===== src/sv/clue_pkg.sv =====
`timescale 1ns / 1ps
// ----------------------------------------------------------------------------
// clue_pkg: shared constants and a helper for the centre-loss update engine
// Field widths, parameter defaults and the 16-bit saturation helper.
// ----------------------------------------------------------------------------
package clue_pkg;

	localparam int CLUE_CLASS_COUNT = 16;
	localparam int CLUE_FEATURE_DIM = 64;

	localparam int CLUE_LABEL_W = 4;
	localparam int CLUE_INDEX_W = 6;
	localparam int CLUE_VALUE_W = 16;
	localparam int CLUE_LOSS_W  = 40;
	localparam int CLUE_TERM_W  = 32;
	localparam int CLUE_RATE_W  = 16;
	localparam int CLUE_ADDR_MIN_W = 14;

	localparam logic [CLUE_RATE_W-1:0] CLUE_RATE_RESET = 16'h8000;

	function automatic logic signed [CLUE_VALUE_W-1:0] sat16(input logic signed [19:0] v);
		logic signed [CLUE_VALUE_W-1:0] r;
		if (v > 20'sd32767) begin
			r = 16'sh7fff;
		end else if (v < -20'sd32768) begin
			r = 16'sh8000;
		end else begin
			r = v[CLUE_VALUE_W-1:0];
		end
		return r;
	endfunction

endpackage


===== src/sv/clue_loss_acc.sv =====
`timescale 1ns / 1ps
// ----------------------------------------------------------------------------
// clue_loss_acc: per-sample loss accumulator
// Saturating 40-bit sum of loss terms, emitted and cleared on the last word.
// ----------------------------------------------------------------------------
module clue_loss_acc (
	input  logic                               clk,
	input  logic                               arst_n,
	input  logic                               upd,
	input  logic                               last,
	input  logic [clue_pkg::CLUE_TERM_W-1:0]   term,
	output logic [clue_pkg::CLUE_LOSS_W-1:0]   loss
);

	logic [clue_pkg::CLUE_LOSS_W-1:0] acc_q;
	logic [clue_pkg::CLUE_LOSS_W:0]   sum;
	logic [clue_pkg::CLUE_LOSS_W-1:0] acc_nxt;

	always_comb begin
		sum     = {1'b0, acc_q} + (clue_pkg::CLUE_LOSS_W + 1)'(term);
		acc_nxt = sum[clue_pkg::CLUE_LOSS_W] ? '1 : sum[clue_pkg::CLUE_LOSS_W-1:0];
		loss    = last ? acc_nxt : '0;
	end

	always_ff @(posedge clk or negedge arst_n) begin
		if (!arst_n) begin
			acc_q <= '0;
		end else if (upd) begin
			acc_q <= last ? '0 : acc_nxt;
		end
	end

`ifndef NO_ASSERTIONS
	a_clear_on_last: assert property (@(posedge clk) disable iff (!arst_n)
		upd && last |=> acc_q == '0)
		else $error("loss accumulator not cleared after last word");

	a_monotonic: assert property (@(posedge clk) disable iff (!arst_n)
		upd && !last |=> acc_q >= $past(acc_q))
		else $error("loss accumulator decreased within a sample");
`endif

endmodule


===== config.mk =====
export PLATFORM = sky130hd
export DESIGN_NAME = clue_loss_acc
export DESIGN_NICKNAME = d
export VERILOG_FILES = /design/src/sv/clue_pkg.sv /design/src/sv/clue_loss_acc.sv
export SDC_FILE = /design/constraint.sdc
export NUM_CORES = 1
export LEC_CHECK = 0
export BUFFER_PORTS_ARGS = -buffer_cell sky130_fd_sc_hd__buf_2
export CORE_MARGIN = 5
export CORE_UTILIZATION = 55
export CTS_BUF_LIST = sky130_fd_sc_hd__clkbuf_16
export CTS_CLUSTER_DIAMETER = 120
export CTS_CLUSTER_SIZE = 28
export DETAILED_ROUTE_END_ITERATION = 16
export PLACE_DENSITY = 0.79
export REMOVE_ABC_BUFFERS = 1
export SYNTH_ARGS = -nofsm -noshare
export SYNTH_HDL_FRONTEND = slang
export SYNTH_SLANG_ARGS = --single-unit

===== constraint.sdc =====
create_clock -name clk -period 3.3 [get_ports clk]
set_clock_uncertainty 0.2 [all_clocks]
set_input_delay 0 -clock clk [delete_from_list [all_inputs] [get_ports clk]]
set_output_delay 0 -clock clk [all_outputs]
set_load 0.005 [all_outputs]

; Word-level counts from Yosys, hierarchy flattened
; Index checks and enable logic that the tools add are counted.
[totals]
latchBits = 0
n_memories = 0
ramBits = 0
romBits = 0
word_cells = 5
register_bits = 40
input_bits = 36
output_inout_bits = 40
[op_classes]
n_div = 0
eq_ne = 0
mux = 3
n_reduce_logical = 0
mul = 0
bitwise = 0
addsub = 1
n_lt_le_gt_ge = 0
shifts = 0
[op_table]
columns = op, count
row1 = two-way mux 40 bit, 3
row2 = adder 40 x 32 -> 41 bit, 1

; Longest topological paths before layout
[depth]
word_depth = 3
depth_mapped = 12
depth_no_buf = 10

; Worst setup path after synthesis
; OpenSTA, ideal clock, no wires.
[synth_path]
path_kind = register to register
startpoint = reg acc_q[0] (netlist name)
endpoint = reg acc_q[4] (netlist name)
setup_time_ns = 0.132
setup_slack_ns = 0.480
path_buffers = 2
stages_incl_launch_ff = 13
arrival_ns = 2.489
cell_sequence = dfrtp_1 ha_1 fa_1 a211oi_1 o211ai_1 nand3_1 nand3_2 a31o_2 and2_4 buf_6 buf_8 nor2_4 o2bb2ai_2
[synth_between]
elab_chain_len = 3
[synth_lines]
columns = element, line_no
row1 = start: declaration, clue_loss_acc.sv:15  ; logic [clue_pkg::CLUE_LOSS_W-1:0] acc_q;
row2 = start signal: assignment, clue_loss_acc.sv:29  ; acc_q <= last ? '0 : acc_nxt;
row3 = adder 40 x 32 -> 41 bit, clue_loss_acc.sv:20  ; sum = {1'b0, acc_q} + (clue_pkg::CLUE_LOSS_W + 1)'(term);
row4 = two-way mux 40 bit, clue_loss_acc.sv:21  ; acc_nxt = sum[clue_pkg::CLUE_LOSS_W] ? '1 : sum[clue_pkg::CLUE_LOSS_W-1:0];
row5 = two-way mux 40 bit, clue_loss_acc.sv:29
; No other way between the ends.
; A chain may end at the register's enable or synchronous reset.

; Final worst setup path
[layout_path]
startpoint = reg acc_q[0] (netlist name)
endpoint = out loss[34] (netlist name)
[layout_between]
elab_chain_len = 3
[layout_lines]
columns = element, line_no
row1 = adder 40 x 32 -> 41 bit, clue_loss_acc.sv:20
row2 = two-way mux 40 bit, clue_loss_acc.sv:21
row3 = two-way mux 40 bit, clue_loss_acc.sv:22  ; loss = last ? acc_nxt : '0;
row4 = end: declaration, clue_loss_acc.sv:12  ; output logic [clue_pkg::CLUE_LOSS_W-1:0] loss
; No other way between the ends.

==> flow_summary.ini <==
[synthesis]
synth.yosys.warnings = 0
ys_seq_area_share_pct = 23.79
synthCells = 517
synth_area_per_cell_um2 = 8.139
synth_cell_types = 67
synth_edf_count = 0
ys.flop_type = dfrtp_1
async_flop_share_pct = 100.0
netlist_area_um2 = 4208
ys_ff_latch = 40

[layout]
area_growth_pct = 19.36
multi_input_comb_area_um2 = 3119
antenna_cells_inserted = 0
n_fill_cell = 636
regArea_um2 = 1001
reg.largest.list = acc_q: 40 flops
stdcell_count = 700
largest-register = acc_q
largest_reg_flops = 40
nets = 669
drive_above_1_share_pct = 27.79

[floorplan]
dieArea_um2 = 9499
fp.dieW_um = 97.47
die_y_um = 97.47
initial_core_util_pct = 57.10
fp-row-count = 31
core_um2 = 7370
io_pins = 76

[route]
vias = 4417
drc = 0
finalWirelength_um = 12780
firstDrtPassIters = 5
wl_per_cell_um = 18.26
drt-initial-drc-count = 300
vias_per_cell = 6.310
postRouteAntennaNets = 0

[sta]
timing.hold.ws_ns = 0.05703
maxSlewHeadroom_pct = 17.09
max_freq_mhz = 312.2
worst_slack_ns = 0.09651
report.final.setup_viol = 0
worstMarginPinSlew_ns = 1.242
hold_viol = 0
period_share_pct = 97.08
period_needed_ns = 3.203
rsz0062_at_grt = yes
drv_slew = 0
setup_tns_ns = 0

[hold_path]
hp-class = in2reg

[power_and_ir_drop]
power.switching_w = 0.002196
pwr-share-clk_pct = 12.5
leakage_nw = 2.320
finalPower_w = 0.004551
p_per_area_nw_per_um2 = 906.1
seq_power_share_pct = 17.2
ir_worst_vdd_mv = 0.3892
internal-power_w = 0.002355
share_comb_of_total_power_pct = 70.3
netSwitchingFraction_pct = 48.25

[clock_network]
cts_tree = done
clk_pin_slew_worst_paths_ns = 0.07
htreeDepth = 2
numClockSinks = 40
cts_root_buffer = clkbuf_16
clkLatencyLatePin_ns = 0.29
clockBufferDepth = 2
cts_inserted_buffers = 5

[status]
run_status = complete, no violations

[setup_path]
cpPeakStageDelay_ns = 0.40
worst-setup-path-type = reg2out
path_cells = ha_2 > fa_2 > a211oi_2 > o211ai_1 > o211ai_1 > a311o_1 > a21oi_2 > a21oi_2 > nor3_1 > a211oi_1 > buf_2
arrival_ns = 3.00
cpMaxStageDelayCell = fa_2
end_kind = output pin
cp-start-kind = flip-flop
path_max_fanout = 4
worstPathRequired_ns = 3.10
rrSetupSlack_ns = 0.26

[placed_design]
portBuffers = 75
post-place-ws_ns = 0.1591
dp.cells = 671
place_hpwl_um = 9310
gp_congestion = 0.9177

[global_route]
grt_max_degree = 41
track_usage_pct = 26.25
antenna_found_initial = 0
overflow = 0
grt_pass1_vias = 4312
grt_pass1_wl_um = 20960

[flow_run]
drv_cap = 0
-- power by group through the flow --
stage | Combinational, W | Sequential [W] | Clock, W
after detailed placement | 0.00294 | 0.000783 | 0
after CTS | 0.00296 | 0.000777 | 0.000574
after global routing | 0.00352 | 0.000803 | 0.000597
after floorplan | 0.00224 | 0.000743 | 0
final | 0.00320 | 0.000782 | 0.000569
after global placement | 0.00288 | 0.000774 | 0
-- synth_stat cells, types with 3 or more instances --
library cell  number  area (µm²)
nor2_1            68       255.2
a21oi_1           58       290.3
dfrtp_1           40        1001
nand2_1           37       138.9
ha_1              32       400.4
o21ai_0           24       120.1
xnor2_1           19       166.4
nand3_1           18       90.09
nor2_4            18       202.7
o2bb2ai_1         16       140.1
a21o_1            15       112.6
clkbuf_1          14       52.55
a31oi_1           12       75.07
a211oi_1          10       75.07
a311oi_1           8       70.07
and3_1             8       50.05
o211ai_1           8       60.06
xor2_1             8       70.07
nor3_1             7       35.03
o21ai_1            7       35.03
buf_2              6       30.03
inv_1              6       22.52
o2bb2ai_2          6       90.09
and2_1             5       31.28
o31ai_1            5       37.54
nand2b_1           4       25.02
nor4_1             4       25.02
o21a_1             4       30.03
buf_4              3       22.52
-- kinds of logic after synthesis --
logic type | synth area share [%]
AOI/OAI and AO/OA | 33.16
and+or+nand+nor | 22.93
DFF | 23.79
buffers and inverters | 4.282
adders and majority gates | 9.991
xor gates and xnor gates | 5.620
muxes | 0.2379
-- critical path, delay by kind of cell, from the launching register on --
family,cells,cell delay [ns]
adders and majority gates,2,0.60
DFF,1,0.39
and+or+nand+nor,1,0.06
AOI/OAI and AO/OA,7,1.49
buffers and inverters,1,0.17
-- cell type report --
| cell class | instances | area share (%) |
|---|---|---|
| clock inverters | 3 | 0.8470 |
| inverters | 6 | 0.4484 |
| multi-input cells | 445 | 62.11 |
| repair buffers | 102 | 11.71 |
| flip-flops and latches | 40 | 19.93 |
| well taps | 99 | 2.466 |
| clock buffers | 5 | 2.491 |
-- per-layer routing --
layer	wire [µm]	track usage, %
met5	0	0
met4	348	8.946
met3	981	4.092
met2	5949	42.70
met1	5501	35.45
-- cells in the final DEF (no fill, tap or decap), types with 5 or more instances in the layout --
cell type	n
o2bb2ai_2	6
nand3_1	18
buf_4	23
nor3_1	7
o2bb2ai_1	16
a21oi_2	5
ha_2	8
a311oi_1	8
clkbuf_16	5
and3_1	8
a21o_1	14
nor2_4	18
a31oi_1	11
a21oi_1	55
xnor2_1	19
a211oi_1	8
ha_1	24
and2_1	5
xor2_1	8
o31ai_1	5
inv_1	6
o211ai_1	8
nand2_1	37
nor2_1	67
o21ai_0	23
dfrtp_1	40
buf_2	75
o21ai_1	7
-- timing repair --
action / CTS / global route
pin swaps: 3 / 13
buffers inserted: 3 / 13
hold buffers: 4 / 0
gates resized for setup: 1 / 21
setup endpoints to repair: 15 / 31
cloned: 0 / 1
endpoints found under the hold margin: 48 / 0
-- through the flow --
stage | utilization, % | area, µm²
3_5_place_dp | 62.44 | 4602
5_1_grt | 68.15 | 5022
2_1_floorplan | - | 4050
3_3_place_gp | 62.44 | 4602
4_1_cts | 65.64 | 4837
6_report | 68.15 | 5022
-- final timing paths --
check,cells after the start,start,end
max in group asynchronous,2,arst_n,acc_q[22]
max reg2reg,11,acc_q[0],acc_q[29]
min reg2reg,2,acc_q[30],acc_q[30]
min in group asynchronous,2,arst_n,acc_q[9]
min,4,term[1],acc_q[1]
max,11,acc_q[0],loss[34]
Power figures use the tool's default switching activity.
